### src/rtl/core/double_ended_queue_defines.svh
// ----------------------------------------------------------------------------
// Double-ended queue assertion macros
// Concurrent checks, compiled out when SYNTH is defined.
// ----------------------------------------------------------------------------
`ifndef DOUBLE_ENDED_QUEUE_DEFINES_SVH
`define DOUBLE_ENDED_QUEUE_DEFINES_SVH

`ifndef SYNTH
// Property that must hold at every clock edge outside reset
`define DEQ_ASSERT(lbl, clk, rst_n, prop, msg) \
	lbl: assert property (@(posedge clk) disable iff (!rst_n) (prop)) else $error(msg);
// Antecedent in one cycle implies consequent in the next
`define DEQ_ASSERT_NEXT(lbl, clk, rst_n, ante, cons, msg) \
	lbl: assert property (@(posedge clk) disable iff (!rst_n) (ante) |=> (cons)) \
		else $error(msg);
`else
`define DEQ_ASSERT(lbl, clk, rst_n, prop, msg)
`define DEQ_ASSERT_NEXT(lbl, clk, rst_n, ante, cons, msg)
`endif

`endif

### src/rtl/core/deq_pkg.sv
// ----------------------------------------------------------------------------
// deq_pkg
// Sizes, opcodes, control structs and ring arithmetic for the deque.
// ----------------------------------------------------------------------------
`default_nettype none

package deq_pkg;

	localparam int DEPTH  = 16;
	localparam int IDX_W  = $clog2(DEPTH);
	localparam int CNT_W  = $clog2(DEPTH + 1);
	localparam int BYTE_W = 8;

	typedef enum logic [2:0] {
		OP_PUSH_BACK  = 3'd0,
		OP_PUSH_FRONT = 3'd1,
		OP_POP_BACK   = 3'd2,
		OP_POP_FRONT  = 3'd3,
		OP_DUMP_FWD   = 3'd4,
		OP_DUMP_BWD   = 3'd5
	} deq_op_t;

	typedef struct packed {
		logic latch;
		logic exec;
		logic load_data;
		logic step;
	} deq_cmd_t;

	typedef struct packed {
		logic op_valid;
		logic is_push;
		logic empty;
		logic out_last;
	} deq_status_t;

	// (base + off) mod DEPTH, both operands below DEPTH
	function automatic logic [IDX_W-1:0] ring_add(input logic [IDX_W-1:0] base,
			input logic [IDX_W-1:0] off);
		logic [IDX_W:0] sum;
		sum = {1'b0, base} + {1'b0, off};
		if (sum >= (IDX_W+1)'(DEPTH)) begin
			sum = sum - (IDX_W+1)'(DEPTH);
		end
		return sum[IDX_W-1:0];
	endfunction

endpackage

`default_nettype wire

### src/rtl/core/deq_ram.sv
// ----------------------------------------------------------------------------
// deq_ram
// Generic single-write, single-read RAM with a registered read port.
// ----------------------------------------------------------------------------
`default_nettype none

module deq_ram #(
	parameter int WIDTH = 8,
	parameter int DEPTH = 16
) (
	input  wire logic                     clk,
	input  wire logic                     we,
	input  wire logic [$clog2(DEPTH)-1:0] waddr,
	input  wire logic [WIDTH-1:0]         wdata,
	input  wire logic                     re,
	input  wire logic [$clog2(DEPTH)-1:0] raddr,
	output logic      [WIDTH-1:0]         rdata
);

	logic [WIDTH-1:0] mem_q [DEPTH];

	always_ff @(posedge clk) begin
		if (we) begin
			mem_q[waddr] <= wdata;
		end
		if (re) begin
			rdata <= mem_q[raddr];
		end
	end

endmodule

`default_nettype wire

### src/rtl/core/deq_dp.sv
// ----------------------------------------------------------------------------
// deq_dp
// Deque datapath: ring pointers, entry store, dump index and result word.
// ----------------------------------------------------------------------------
`default_nettype none
`include "double_ended_queue_defines.svh"

module deq_dp import deq_pkg::*; (
	input  wire logic              clk,
	input  wire logic              arst_n,
	input  wire deq_cmd_t          cmd,
	output deq_status_t            status,
	input  wire logic [2:0]        opcode,
	input  wire logic [BYTE_W-1:0] push_byte,
	output logic      [BYTE_W-1:0] out_byte,
	output logic                   is_empty,
	output logic                   overflow,
	output logic                   last_of_run
);

	logic [2:0]        op_q;
	logic [BYTE_W-1:0] byte_q;
	logic [IDX_W-1:0]  front_q;
	logic [CNT_W-1:0]  count_q;
	logic [IDX_W-1:0]  iter_q;

	logic              is_push, is_pop, is_dump, full, empty;
	logic [IDX_W-1:0]  front_dec, front_inc;
	logic [CNT_W-1:0]  count_m1;
	logic [IDX_W-1:0]  back_off;
	logic              we, re;
	logic [IDX_W-1:0]  waddr, raddr;
	logic [BYTE_W-1:0] rdata;

	assign is_push = (op_q == OP_PUSH_BACK) || (op_q == OP_PUSH_FRONT);
	assign is_pop  = (op_q == OP_POP_BACK) || (op_q == OP_POP_FRONT);
	assign is_dump = (op_q == OP_DUMP_FWD) || (op_q == OP_DUMP_BWD);
	assign full    = (count_q == CNT_W'(DEPTH));
	assign empty   = (count_q == '0);

	assign front_dec = (front_q == '0) ? IDX_W'(DEPTH - 1) : front_q - 1'b1;
	assign front_inc = (front_q == IDX_W'(DEPTH - 1)) ? '0 : front_q + 1'b1;
	assign count_m1  = count_q - 1'b1;
	assign back_off  = count_m1[IDX_W-1:0] - iter_q;

	assign we    = cmd.exec && is_push && !full;
	assign waddr = (op_q == OP_PUSH_FRONT) ? front_dec
	                                       : ring_add(front_q, count_q[IDX_W-1:0]);
	assign re    = cmd.exec && (is_pop || is_dump) && !empty;

	always_comb begin
		unique case (op_q)
			OP_POP_BACK:  raddr = ring_add(front_q, count_m1[IDX_W-1:0]);
			OP_POP_FRONT: raddr = front_q;
			OP_DUMP_FWD:  raddr = ring_add(front_q, iter_q);
			OP_DUMP_BWD:  raddr = ring_add(front_q, back_off);
			default:      raddr = front_q;
		endcase
	end

	deq_ram #(
		.WIDTH (BYTE_W),
		.DEPTH (DEPTH)
	) u_store (
		.clk   (clk),
		.we    (we),
		.waddr (waddr),
		.wdata (byte_q),
		.re    (re),
		.raddr (raddr),
		.rdata (rdata)
	);

	// input word, held for the whole operation
	always_ff @(posedge clk) begin
		if (cmd.latch) begin
			op_q   <= opcode;
			byte_q <= push_byte;
		end
	end

	always_ff @(posedge clk or negedge arst_n) begin
		if (!arst_n) begin
			front_q <= '0;
			count_q <= '0;
			iter_q  <= '0;
		end else begin
			if (we) begin
				count_q <= count_q + 1'b1;
				if (op_q == OP_PUSH_FRONT) begin
					front_q <= front_dec;
				end
			end else if (re && is_pop) begin
				count_q <= count_m1;
				if (op_q == OP_POP_FRONT) begin
					front_q <= front_inc;
				end
			end
			if (cmd.latch) begin
				iter_q <= '0;
			end else if (cmd.step) begin
				iter_q <= iter_q + 1'b1;
			end
		end
	end

	// result word
	always_ff @(posedge clk) begin
		if (cmd.exec && is_push) begin
			out_byte    <= '0;
			is_empty    <= 1'b0;
			overflow    <= full;
			last_of_run <= 1'b1;
		end else if (cmd.exec && empty) begin
			out_byte    <= '0;
			is_empty    <= 1'b1;
			overflow    <= 1'b0;
			last_of_run <= 1'b1;
		end else if (cmd.load_data) begin
			out_byte    <= rdata;
			is_empty    <= 1'b0;
			overflow    <= 1'b0;
			last_of_run <= is_pop || (iter_q == count_m1[IDX_W-1:0]);
		end
	end

	assign status.op_valid = is_push || is_pop || is_dump;
	assign status.is_push  = is_push;
	assign status.empty    = empty;
	assign status.out_last = last_of_run;

	`DEQ_ASSERT(a_count_range, clk, arst_n, count_q <= CNT_W'(DEPTH),
		"entry count beyond depth")
	`DEQ_ASSERT(a_front_range, clk, arst_n, front_q <= IDX_W'(DEPTH - 1),
		"front index beyond depth")
	`DEQ_ASSERT_NEXT(a_push_grows, clk, arst_n, we,
		count_q == CNT_W'($past(count_q) + 1'b1), "push did not grow the count")
	`DEQ_ASSERT_NEXT(a_dump_keeps, clk, arst_n, cmd.exec && is_dump,
		$stable(count_q) && $stable(front_q), "dump changed the queue")

endmodule

`default_nettype wire

### src/rtl/core/deq_ctrl.sv
// ----------------------------------------------------------------------------
// deq_ctrl
// Sequencer: takes one input word, runs it through the datapath, hands out
// its result words one at a time.
// ----------------------------------------------------------------------------
`default_nettype none

module deq_ctrl import deq_pkg::*; (
	input  wire logic        clk,
	input  wire logic        arst_n,
	input  wire logic        in_valid,
	output logic             in_stall,
	output logic             out_valid,
	input  wire logic        out_stall,
	output deq_cmd_t         cmd,
	input  wire deq_status_t status
);

	typedef enum logic [1:0] {
		S_IDLE,
		S_EXEC,
		S_WAIT,
		S_OUT
	} state_t;

	state_t state_q;

	assign in_stall      = (state_q != S_IDLE);
	assign cmd.latch     = (state_q == S_IDLE) && in_valid;
	assign cmd.exec      = (state_q == S_EXEC);
	assign cmd.load_data = (state_q == S_WAIT);
	assign cmd.step      = (state_q == S_OUT) && !out_stall && !status.out_last;

	always_ff @(posedge clk or negedge arst_n) begin
		if (!arst_n) begin
			state_q   <= S_IDLE;
			out_valid <= 1'b0;
		end else begin
			unique case (state_q)
				S_IDLE: begin
					if (in_valid) begin
						state_q <= S_EXEC;
					end
				end
				S_EXEC: begin
					// drop unused opcodes; push (status-only) and empty results skip the read
					if (!status.op_valid) begin
						state_q <= S_IDLE;
					end else if (status.is_push || status.empty) begin
						state_q   <= S_OUT;
						out_valid <= 1'b1;
					end else begin
						state_q <= S_WAIT;
					end
				end
				S_WAIT: begin
					state_q   <= S_OUT;
					out_valid <= 1'b1;
				end
				S_OUT: begin
					if (!out_stall) begin
						out_valid <= 1'b0;
						state_q   <= status.out_last ? S_IDLE : S_EXEC;
					end
				end
				default: begin
					state_q   <= S_IDLE;
					out_valid <= 1'b0;
				end
			endcase
		end
	end

endmodule

`default_nettype wire

### src/rtl/core/double_ended_queue.sv
// ----------------------------------------------------------------------------
// double_ended_queue: bounded byte deque on a ring store, one word in flight.
// Push: result registered as S_EXEC moves to S_OUT. Pop: through S_WAIT (store read port).
// Dump: S_EXEC, S_WAIT, S_OUT per entry, the store being read once per entry by one port.
// Next word taken the cycle after the final result leaves; reset clears
// pointers and count at once, store contents stay undefined, no clearing pass.
// ----------------------------------------------------------------------------
`default_nettype none

module double_ended_queue import deq_pkg::*; (
	input  wire logic              clk,
	input  wire logic              arst_n,
	input  wire logic              in_valid,
	output logic                   in_stall,
	input  wire logic [2:0]        opcode,
	input  wire logic [BYTE_W-1:0] push_byte,
	output logic                   out_valid,
	input  wire logic              out_stall,
	output logic      [BYTE_W-1:0] out_byte,
	output logic                   is_empty,
	output logic                   overflow,
	output logic                   last_of_run
);

	deq_cmd_t    cmd;
	deq_status_t status;

	deq_ctrl u_ctrl (
		.clk       (clk),
		.arst_n    (arst_n),
		.in_valid  (in_valid),
		.in_stall  (in_stall),
		.out_valid (out_valid),
		.out_stall (out_stall),
		.cmd       (cmd),
		.status    (status)
	);

	deq_dp u_dp (
		.clk         (clk),
		.arst_n      (arst_n),
		.cmd         (cmd),
		.status      (status),
		.opcode      (opcode),
		.push_byte   (push_byte),
		.out_byte    (out_byte),
		.is_empty    (is_empty),
		.overflow    (overflow),
		.last_of_run (last_of_run)
	);

endmodule

`default_nettype wire
### config.mk
export PLATFORM = sky130hd
export DESIGN_NAME = double_ended_queue
export DESIGN_NICKNAME = d
export VERILOG_FILES = /design/src/rtl/core/deq_pkg.sv /design/src/rtl/core/deq_ram.sv /design/src/rtl/core/deq_dp.sv /design/src/rtl/core/deq_ctrl.sv /design/src/rtl/core/double_ended_queue.sv
export VERILOG_INCLUDE_DIRS = /design/src /design/src/rtl/core
export SDC_FILE = /design/constraint.sdc
export NUM_CORES = 1
export LEC_CHECK = 0
export ABC_AREA = 1
export BUFFER_PORTS_ARGS = -buffer_cell sky130_fd_sc_hd__buf_2
export CAP_MARGIN = 10
export CORE_UTILIZATION = 40
export CTS_CLUSTER_SIZE = 14
export DETAILED_ROUTE_END_ITERATION = 12
export PLACE_DENSITY = 0.64
export SYNTH_ARGS = -nofsm -noshare
export SYNTH_HDL_FRONTEND = slang
export SYNTH_SLANG_ARGS = --single-unit
export TNS_END_PERCENT = 20
### constraint.sdc
create_clock -name clk -period 4.3 [get_ports clk]
set_clock_uncertainty 0.05 [all_clocks]
set_input_delay 0.43 -clock clk [delete_from_list [all_inputs] [get_ports clk]]
set_output_delay 0.43 -clock clk [all_outputs]
set_load 0.005 [all_outputs]
==> summary.txt, run 1 <==
Synthesis
  • Area contributors post-synth: edfxtp_1 (55%), nand2_1 (11%), dfrtp_1 (4.9%)
  • Synth Warn #: 0
  • Number of synthesized flops with an enable pin: 148
  • Ys async rst share: 9.195%
  • Synthesized area per cell: 10.40 um2
  • Post-synth top area share: between 50% and 60%
  • Most used DFF post-synth: edfxtp_1
  • Most frequent cells after synthesis: nand2_1 (232), edfxtp_1 (148), inv_1 (73)
  • Post-synthesis cell area: ~8000 um2
  • Post-synthesis sequential area ratio: 62.17%
  • Unique masters post-synth: 45
  • Flop and latch count out of synthesis: 174
  • Mapped Nets: 814
  • Cell taking the most area after synthesis: edfxtp_1
  • Most common cell in the netlist: nand2_1
  • Post-Synthesis Cells: 780

Place
  • Worst slack at placement: around 600 ps
  • Placed wire-length estimate: 12.13 mm
  • Placed cells: 1051
  • Placer Congestion: about 0.94
  • I/O Buffers: 27

Timing
  • Highest Clock Rate: 268.0 MHz
  • RSZ-0062 raised after global routing: no
  • Final Max Tran Viols: 0
  • Fin. Hold Viols: 0
  • Period utilisation layout: approximately 87%
  • Setup violations, final: 0
  • Fin crit period: approximately 3700 ps
  • Slew headroom: 38.43%
  • Worst-Margin Slew: between 900 and 1000 ps
  • Setup tns final: 0 ps
  • PnR worst setup slack: approximately 570 ps

Critical path
  • Worst path cell trace: inv_1, ha_1, fa_1, o22ai_1, a21oi_1, fa_1, inv_1, nand2_2, o21ai_4, inv_2, o211ai_1, o21ai_1, nand2_1, nand2_1, nand2_1, nand2_1
  • Slowest stage delay, CP: 510 ps
  • CP Capture Type: flip-flop
  • Bufs and invs on worst path: 3
  • Slowest cell on the critical path: fa_1
  • CP max FO: 32
  • Critical path launch point type: flip-flop
  • Worst reg-to-reg setup slack: 570 ps
  • CP dominant cell by count: nand2_1
  • Required @ worst endpoint: 4550 ps
  • CP Class: flip-flop to flip-flop
  • Reg2Reg Launch Point: u_dp.count_q[0]
  • CP arrival: 3980 ps
  • R2R cell count: 16
  • Worst r2r dst: u_dp.u_store.rdata[2]
  • CP top delay family: adder cells

Global route
  • Antenna violations before repair: 0
  • Largest net degree at the start of global routing: 40
  • Vias in the first global route: 5217
  • First-pass GRT wire length: 28.98 mm
  • Total grt overflow: 0
  • Gr usage total: 18.88%

Hold path
  • Worst Hold Depth: 1
  • Hold Path End: u_dp.byte_q[2]
  • Hold Crit Start: push_byte[2]
  • Tightest Hold Check Type: input pin to flip-flop

Cells and area
  • Antenna Cells: 0
  • Non-Filler Instances: between 1000 and 1500
  • Final net count: 840
  • Area Growth Syn to Fin: 11.98%
  • Layout cell share with drive strength beyond 1: roughly 11%

Pwr
  • VDD IR-drop max: 0.3721 mV
  • Clock network power share: between 20 and 25%
  • Sequential power share: roughly a third
  • Cell Int Power: just under 4000 uW
  • Switching power total: 2913 uW
  • Total power: 6878 uW
  • Leakage power: 0.003685 uW
  • Comb pwr share: around 45%
  • Switching share of power: 42.35%
  • PwrDens: about 760 nW/um2

Outcome
  • Status: finished, final reports clean

Die
  • Die width: ~140 um
  • Die Y-Extent: 144.4 um
  • Initial Utilization: 41.28%
  • I/O pin count: 28
  • Row cnt: 51
  • Die area: 20860 um2
  • Core footprint: 19650 um2

Routing
  • # DRC: 0
  • Final WL: 18.39 mm
  • Vias/cell: between 5 and 6
  • Remaining antenna violation count: 0
  • Via count: ~5500
  • TritonRoute pass-1 iters: 6
  • DR WL/cell: 16.96 um
  • DR iter-0 viols: 441

Clock network
  • TritonCTS clock tree: done
  • Cts bufs inserted: 17
  • Worst skew pair latency: 430 ps
  • CTS sink count: around 170
  • Clk pin slew, worst setup/hold paths: 70 ps
  • CTS root buffer: clkbuf_16
  • Post-CTS setup buffer count: 0
  • CTS H-tree lvls: 4
  • Clk buf depth: 2

Run
  • Max-Cap Viols: 0
[placed cells by master (no fill, tap or decap), drive strengths merged]
master and n:
o221ai 2, o21ai 60, dlygate4sd3 1, a221oi 1, nor3 3, a32oi 1
or2 1, a21o 1, a22oi 1, dfxtp 10, nand3 53, dfrtp 16
ha 16, a22o 8, a211oi 1, bufinv 2, xnor2 6, clkinv 5
fa 3, o211ai 24, inv 82, a21oi 25, nand2 238, clkinvlp 3
xor2 5, buf 34, a31oi 4, clkbuf 17, o22ai 1, edfxtp 148
nor2 43, nand4 4
[area by class of cell]
| class | count | area (um2) |
|---|---|---|
| clock buffers | 17 | 425.4 |
| fillers | 1880 | 10570 |
| well taps | 265 | 331.6 |
| flip-flops and latches | 174 | 5045 |
| inverters | 77 | 291.5 |
| multi-input cells | 501 | 2609 |
| clock inverters | 15 | 161.4 |
| repair buffers | 35 | 222.7 |
[stage by stage]
step	hold WS (ps)	util [%]	area (um2)
after floorplan	84.41	-	8114
after global placement	336.2	43.19	8489
after detailed placement	341.6	43.19	8489
after CTS	113.1	46.23	9086
after global routing	105.5	46.23	9086
final	121.2	46.23	9086
[kinds of logic (layout without fill, tap and decap cells)]
| family | Yosys count | in the layout | share of synthesized area (%) |
|---|---|---|---|
| simple gates | 342 | 342 | 17.41 |
| flops | 174 | 174 | 62.17 |
| compound gates | 129 | 129 | 10.35 |
| buf+inv | 105 | 144 | 5.674 |
| fa+ha+maj | 19 | 19 | 3.207 |
| xor+xnor | 11 | 11 | 1.187 |
[worst reg2reg max path, stage by stage, from the launching register on]
cell and delay [ps]:
dfrtp_1 450, inv_1 150, ha_1 360, fa_1 470
o22ai_1 180, a21oi_1 90, fa_1 510, inv_1 50
nand2_2 70, o21ai_4 60, inv_2 450, o211ai_1 280
o21ai_1 150, nand2_1 60, nand2_1 90, nand2_1 60
nand2_1 70
[worst max-delay path by stage]
stage                               start                    end  slack (ps)  cells past startpoint
final                     u_dp.count_q[0]  u_dp.u_store.rdata[2]         570                     16
after global routing      u_dp.count_q[0]  u_dp.u_store.rdata[2]         300                     16
after CTS                 u_dp.count_q[0]  u_dp.u_store.rdata[5]         580                     16
after detailed placement  u_dp.count_q[0]  u_dp.u_store.rdata[5]         600                     16
after global placement    u_dp.count_q[0]  u_dp.u_store.rdata[5]         650                     16
after floorplan           u_dp.count_q[0]  u_dp.u_store.rdata[4]        1130                     17
[power groups by stage]
| stage | clock [uW] | sequential (uW) | combinational [uW] |
|---|---|---|---|
| floorplan | 0 | 2240 | 2320 |
| global placement | 0 | 2310 | 3030 |
| detailed placement | 0 | 2310 | 3040 |
| CTS | 1550 | 2270 | 3060 |
| global route | 1610 | 2300 | 3460 |
| finish | 1530 | 2270 | 3070 |
[state kept, by name, indices dropped and copies added, names as in the netlist, named ones only]
| register | cells |
|---|---|
| u_dp.is_empty | 1 |
| u_dp.iter_q | 4 |
| u_dp.count_q | 5 |
| u_dp.overflow | 1 |
| u_dp.out_byte | 8 |
| u_dp.front_q | 4 |
| u_dp.byte_q | 8 |
| u_dp.u_store.mem_q | 128 |
| u_ctrl.out_valid | 1 |
| u_dp.u_store.rdata | 8 |
| u_dp.last_of_run | 1 |
| u_dp.op_q | 3 |
| u_ctrl.state_q | 1 |
[metal layers]
layer,vias to the layer above,GRT usage [%],routed length [um]
met1,2600,25.84,8609
li1,2717,-,-
met3,20,4.570,1087
met2,156,29.63,8364
met5,-,0,0
met4,0,5.706,328
[timing repair]
action / 4_1_cts / 5_1_grt
endpoints found under the setup margin: 0 / 0
hold buffers: 1 / 0
gates resized for setup: 0 / 0
endpoints found under the hold margin: 16 / 0
Power figures use the tool's default switching activity.
==> run 2: changes to the inputs <==
- SYNTH_HIERARCHICAL: unset -> 1
==> run 2 against run 1 <==
  * Worst hold slack worse by 9.7 ps
  * Sequential share of layout area is 0.69 points lower
  * Fmax is 5.4% lower
  * Utilization is 0.76 points lower
  * Via count is 3.9% higher
  * Highest routed layer unchanged
==> summary.txt, run 2 <==
Clock network
  • Clk pin slew, worst setup/hold paths: 70 ps (about the same)
  • Resize count post-CTS: 0 (unchanged)
  • Worst skew pair latency: 440 ps (about the same)
  • Clk buf depth: 2 (unchanged)
  • CTS sink count: 174 (unchanged)
  • Cts bufs inserted: 17 (unchanged)
  • TritonCTS clock tree: done
  • CTS H-tree lvls: 4 (unchanged)
  • CTS root buffer: clkbuf_16

Cells and area
  • Post-route cell area: 9201 um2 (+1.3%)
  • Final net count: 907 (+8.0%)
  • Area Growth Syn to Fin: 11.36%
  • Commonest non-fill, non-tap cell in the layout: nand2_1
  • Antenna Cells: 0 (unchanged)
  • Commonest non-fill, non-tap cells in the layout: nand2_1 (249), edfxtp_1 (148), inv_1 (133)
  • Top reg by flops: u_dp/u_store/mem_q
  • Final Util: 45.47% (-0.76 points)
  • Layout cell share with drive strength beyond 1: 9.932% (-1.3 points)
  • Max reg flops: 128 (unchanged)

Routing
  • Via count: 5708 (+3.9%)
  • TritonRoute pass-1 iters: 5 (-1)
  • DR WL/cell: 15.73 um (-7.3%)
  • Vias/cell: 4.938 (-2.6%)
  • Remaining antenna violation count: 0 (unchanged)
  • Final WL: 18.18 mm (-1.1%)
  • DR iter-0 viols: 600 (+36%)
  • # DRC: 0 (unchanged)

Die
  • Initial Utilization: 40.84% (-0.45 points)
  • I/O pin count: 28 (unchanged)
  • Row cnt: 52 (+2.0%)
  • Die Y-Extent: 145.7 um (+0.90%)
  • Core footprint: 20230 um2 (+3.0%)
  • Die area: 21240 um2 (+1.8%)
  • Die width: 145.7 um (+0.90%)

Critical path
  • Critical path launch point type: flip-flop
  • CP max FO: 9 (-72%)
  • Required @ worst endpoint: 4440 ps (-110 ps)
  • R2R cell count: 19 (+3)
  • CP Class: flip-flop to flip-flop
  • CP arrival: 4080 ps (+100 ps)
  • CP Capture Type: flip-flop
  • Worst r2r dst: u_dp/u_store/rdata[3]
  • Worst reg-to-reg setup slack: 360 ps (-210 ps)
  • Reg2Reg Launch Point: u_dp/count_q[0]

Synthesis
  • Post-Synthesis Cells: 852 (+9.2%)
  • Area contributors post-synth: edfxtp_1 (54%), nand2_1 (11%), nand3_1 (7.4%)
  • Post-synthesis sequential area ratio: 61.05% (-1.1 points)
  • Unique masters post-synth: 37 (-18%)
  • Mapped Nets: 886 (+8.8%)
  • Most used DFF post-synth: edfxtp_1
  • Ys async rst share: 9.195% (unchanged)
  • Synth Warn #: 6 (+6)
  • Post-synthesis cell area: 8263 um2 (+1.8%)
  • Flop and latch count out of synthesis: 174 (unchanged)
  • Most frequent cells after synthesis: nand2_1 (249), edfxtp_1 (148), inv_1 (133)
  • Cell taking the most area after synthesis: edfxtp_1
  • Post-synth top area share: 53.79% (-0.99 points)
  • Number of synthesized flops with an enable pin: 148 (unchanged)
  • Most common cell in the netlist: nand2_1
  • Synthesized area per cell: 9.698 um2 (-6.8%)

Place
  • I/O Buffers: 27 (unchanged)
  • Placer Congestion: 0.9066 (-3.3%)
  • Placed wire-length estimate: 11.98 mm (-1.2%)
  • Placed Area: 8583 um2 (+1.1%)

Pwr
  • Total power: 6759 uW (-1.7%)
  • VDD IR-drop max: 0.5526 mV (+48%)
  • Leakage power: 0.004002 uW (+8.6%)
  • PwrDens: 734.6 nW/um2 (-3.0%)

Timing
  • RSZ-0062 raised after global routing: no
  • Fin. Hold Viols: 0 (unchanged)
  • Setup violations, final: 0 (unchanged)
  • Final Max Tran Viols: 0 (unchanged)
  • Setup tns final: 0 ps (unchanged)
  • Fin crit period: 3943 ps (+211.6 ps)
  • Period utilisation layout: 91.70% (+4.9 points)
  • Worst-Margin Slew: 918.6 ps (-1.498 ps)
  • Slew headroom: 38.76% (+0.33 points)
  • Minimum hold slack: 111.5 ps (-9.654 ps)
  • Highest Clock Rate: 253.6 MHz (-5.4%)

Hold path
  • Hold Path End: u_dp/byte_q[4]
  • Hold Crit Start: push_byte[4]
  • Tightest Hold Check Type: input pin to flip-flop
  • Worst Hold Depth: 1 (unchanged)

Global route
  • Total grt overflow: 0 (unchanged)
  • Antenna violations before repair: 0 (unchanged)
  • Vias in the first global route: 5260 (+0.82%)
  • Largest net degree at the start of global routing: 65 (+63%)
  • Gr usage total: 17.97% (-0.92 points)
  • First-pass GRT wire length: 28.69 mm (-1.0%)

Outcome
  • Status: finished, final reports clean

Run
  • Max-Cap Viols: 0 (unchanged)
[run 2: changes by cell type after synthesis, sizes merged, moves of 3 or more]
cell,change
nand2,+15
xnor2,-3
nand3,+72
o21ai,-29
o211ai,-23
nor2,-6
inv,+64
a21oi,-11
a22o,-8
[run 2: final cells by class]
cell class                 count  area (um2)
tap                          270       337.8
multi-input combinational    506        2486
sequential                   174        5045
clock buffer                  17       425.4
timing repair buffer          33       195.2
fill                        1880       11030
inverter                     141       529.3
clock inverter                15       182.7
[run 2: critical path, cell delays in order (launching register included)]
cell and delay, ps:
dfrtp_1 460, inv_1 140, ha_1 240, xnor2_1 300, inv_1 90, ha_1 340
xnor2_1 150, a22oi_1 190, o21ai_0 150, ha_1 340, nand2_1 80, nand2_1 50
a31oi_1 180, inv_1 60, nand3_1 100, nand4_1 90, nand2_1 270, inv_1 220
nand3_1 130, nand2_1 70
[run 2: worst max path at each step]
stage | start | endpoint | slack [ps] | cells after the start
final | u_dp/count_q[0] | u_dp/u_store/rdata[3] | 360 | 19
after global routing | u_dp/count_q[0] | u_dp/u_store/rdata[3] | 80 | 19
after CTS | u_dp/count_q[0] | u_dp/u_store/rdata[6] | 420 | 19
after detailed placement | u_dp/count_q[0] | u_dp/u_store/rdata[6] | 550 | 19
after global placement | u_dp/count_q[0] | u_dp/u_store/rdata[7] | 640 | 19
after floorplan | u_dp/count_q[0] | u_dp/u_store/rdata[0] | 870 | 20
[run 2: per-stage QoR]
| stage | worst slack (ps) | std cells |
|---|---|---|
| after floorplan | 871.2 | 852 |
| after global placement | 637.8 | 1123 |
| after detailed placement | 548.8 | 1123 |
| after CTS | 424.4 | 1156 |
| after global routing | 79.92 | 1156 |
| final | 356.7 | 1156 |
[run 2: logic make-up (layout without fill, tap and decap cells)]
group | count (synthesis) | count (layout) | synth area share (%)
flops | 174 | 174 | 61.05
fa+ha+maj | 19 | 19 | 3.150
xor+xnor | 10 | 10 | 1.060
buf+inv | 172 | 206 | 9.040
simple gates | 423 | 423 | 21.80
compound gates | 54 | 54 | 3.892
[run 2: layer usage]
| layer | vias to the layer above | track usage [%] | part of all wire (%) |
|---|---|---|---|
| met5 | - | 0 | 0 |
| met4 | 0 | 6.947 | 1.9 |
| met3 | 24 | 3.229 | 5.5 |
| met2 | 173 | 28.95 | 48 |
| met1 | 2688 | 24.15 | 45 |
| li1 | 2823 | - | - |
[run 2: what timing repair did]
action                     in CTS  in global routing
setup endpoints to repair       0                  0
hold buffers                    1                  0
buffers inserted                0                  0
hold endpoints to repair       16                  0
[run 2: where the power goes]
group,switching (uW),total (uW),internal [uW],leakage (uW)
combinational,1970,2900,934,0.00209
sequential,202,2290,2090,0.00161
clock,722,1560,840,0.000300
==> run 3: changes to the inputs <==
- CAP_MARGIN: 10 -> 20
- CELL_PAD_IN_SITES_DETAIL_PLACEMENT: unset -> 1
- CELL_PAD_IN_SITES_GLOBAL_PLACEMENT: unset -> 1
- PLACE_DENSITY: 0.64 -> 0.76
- clock period: 4.3 -> 4.1 ns (I/O delays scaled with it)
==> run 3 against run 2 <==
  * Register-to-register slack is essentially flat
  * First-iteration DRC count shrank 28%
  * Clock-buffer cell count is the same
  * Utilization grew 0.35 points
  * Non-clock buffer count grew 3
  * Global-route usage grew 4.4 points
  * Largest cell class unchanged
  * Largest power group unchanged
==> summary.txt, run 3 (same netlist as run 2, synthesis figures left out) <==
Critical path
  • CP Capture Type: flip-flop
  • Critical path launch point type: flip-flop
  • Required @ worst endpoint: 4240 ps (-200 ps)
  • CP max FO: 16 (+7)
  • CP arrival: 3900 ps (-180 ps)
  • Worst path cell trace: inv_1, ha_1, xnor2_2, inv_1, ha_1, xnor2_1, a22oi_1, o21ai_0, ha_1, xor2_1, nand2_1, o21ai_1, inv_1, nand3_1, nand3_1, nand2_1
  • Bufs and invs on worst path: 3 (-1)
  • CP top delay family: adder cells
  • CP Class: flip-flop to flip-flop
  • Worst reg-to-reg setup slack: 350 ps (about the same)
  • Slowest cell on the critical path: inv_1
  • Slowest stage delay, CP: 460 ps (about the same)

Global route
  • First-pass GRT wire length: 35.41 mm (+23%)
  • Largest net degree at the start of global routing: 48 (-26%)
  • Gr usage total: 22.33% (+4.4 points)
  • Antenna violations before repair: 0 (unchanged)
  • Vias in the first global route: 6323 (+20%)
  • Total grt overflow: 0 (unchanged)

Cells and area
  • Commonest non-fill, non-tap cell in the layout: nand2_1
  • Layout cell share with drive strength beyond 1: 10.69% (+0.75 points)
  • Max reg flops: 128 (unchanged)
  • Antenna Cells: 0 (unchanged)
  • Register area: 5047 um2 (about the same)
  • Multi-input gate area: 2496 um2 (+0.40%)
  • Final net count: 910 (+0.33%)
  • Top reg by flops: u_dp/u_store/mem_q
  • Filler cell count: 2262 (+20%)
  • Commonest non-fill, non-tap cells in the layout: nand2_1 (248), edfxtp_1 (148), inv_1 (133)
  • Area Growth Syn to Fin: 12.20%
  • Non-Filler Instances: 1159 (+0.26%)

Routing
  • Final WL: 22.47 mm (+24%)
  • Vias/cell: 5.192 (+5.1%)
  • Remaining antenna violation count: 0 (unchanged)
  • TritonRoute pass-1 iters: 5 (unchanged)
  • DR iter-0 viols: 434 (-28%)
  • DR WL/cell: 19.38 um (+23%)
  • Via count: 6017 (+5.4%)
  • # DRC: 0 (unchanged)

Place
  • Placed cells: 1126 (+0.27%)
  • Placed wire-length estimate: 14.80 mm (+24%)
  • Placer Congestion: 0.8546 (-5.7%)
  • Worst slack at placement: 229.5 ps (-319.3 ps)
  • I/O Buffers: 27 (unchanged)

Clock network
  • CTS H-tree lvls: 4 (unchanged)
  • Worst skew pair latency: 440 ps (about the same)
  • TritonCTS clock tree: done
  • Clk buf depth: 2 (unchanged)
  • Cts bufs inserted: 17 (unchanged)
  • CTS sink count: 174 (unchanged)
  • Clk pin slew, worst setup/hold paths: 70 ps (about the same)
  • CTS root buffer: clkbuf_16

Timing
  • Slew headroom: 36.50% (-2.3 points)
  • Setup violations, final: 0 (unchanged)
  • Worst-Margin Slew: 952.4 ps (+33.83 ps)
  • Final Max Tran Viols: 0 (unchanged)
  • Fin crit period: 3753 ps (-190.7 ps)
  • Period utilisation layout: 91.53% (-0.18 points)
  • RSZ-0062 raised after global routing: no
  • Highest Clock Rate: 266.5 MHz (+5.1%)
  • PnR worst setup slack: 347.4 ps (-9.289 ps)
  • Setup tns final: 0 ps (unchanged)
  • Fin. Hold Viols: 0 (unchanged)

Pwr
  • Leakage power: 0.004033 uW (+0.78%)
  • VDD IR-drop max: 0.4298 mV (-22%)
  • PwrDens: 803.2 nW/um2 (+9.3%)

Die
  • I/O pin count: 28 (unchanged)
  • Die Y-Extent: 145.7 um (unchanged)
  • Die area: 21240 um2 (unchanged)
  • Row cnt: 52 (unchanged)
  • Initial Utilization: 40.84% (unchanged)
  • Core footprint: 20230 um2 (unchanged)
  • Die width: 145.7 um (unchanged)

Run
  • Max-Cap Viols: 0 (unchanged)

Outcome
  • Status: finished, final reports clean

Hold path
  • Tightest Hold Check Type: input pin to flip-flop
[run 3: worst paths after layout]
| check | from | to | cells past startpoint |
|---|---|---|---|
| setup reg to reg | u_dp/count_q[0] | u_dp/u_store/rdata[1] | 16 |
| hold / removal | push_byte[0] | u_dp/byte_q[0] | 1 |
| max in group asynchronous | arst_n | u_dp/count_q[1] | 2 |
| setup / recovery | u_dp/count_q[0] | u_dp/u_store/rdata[1] | 16 |
| hold reg to reg | u_dp/out_byte[0] | u_dp/out_byte[0] | 2 |
| min in group asynchronous | arst_n | u_ctrl/state_q[0] | 2 |
[run 3: worst register-to-register path, cell delays in order, from the launching register on]
cell,delay [ps]
dfrtp_2,440
inv_1,120
ha_1,250
xnor2_2,230
inv_1,70
ha_1,340
xnor2_1,150
a22oi_1,170
o21ai_0,130
ha_1,340
xor2_1,170
nand2_1,80
o21ai_1,120
inv_1,460
nand3_1,220
nand3_1,120
nand2_1,70
[run 3: cell type report]
cell class / instances / share of cell area, %
flip-flops and latches: 174 / 54.44
clock buffers: 17 / 4.588
inverters: 141 / 5.709
clock inverters: 15 / 2.348
repair buffers: 36 / 2.348
well taps: 270 / 3.644
multi-input cells: 506 / 26.92
[run 3: stage by stage]
step | hold WS, ps | power, uW | util [%] | instance area (um2)
after CTS | 79.89 | 7448 | 45.76 | 9259
after floorplan | 64.41 | 4657 | - | 8263
after detailed placement | 320.5 | 5613 | 42.53 | 8606
after global routing | 84.15 | 7912 | 45.82 | 9271
final | 93.09 | 7447 | 45.82 | 9271
after global placement | 321.5 | 5511 | 42.53 | 8606
[run 3: timing repair]
action | CTS | global route
buffers inserted | 0 | 0
hold buffers | 1 | 0
gates resized for setup | 0 | 4
endpoints found under the hold margin | 16 | 0
setup endpoints to repair | 0 | 8
[run 3: metal layers]
metal,vias up,global-route usage [%],wire length (um)
li1,2822,-,-
met1,2996,30.26,9999
met2,174,36.63,11030
met3,25,3.574,1071
met4,0,7.316,371
met5,-,0,0
[run 3: power by group]
part	switching (uW)	total (uW)	internal, uW
logic	2260	3270	1010
registers	222	2420	2200
clock network	765	1760	993
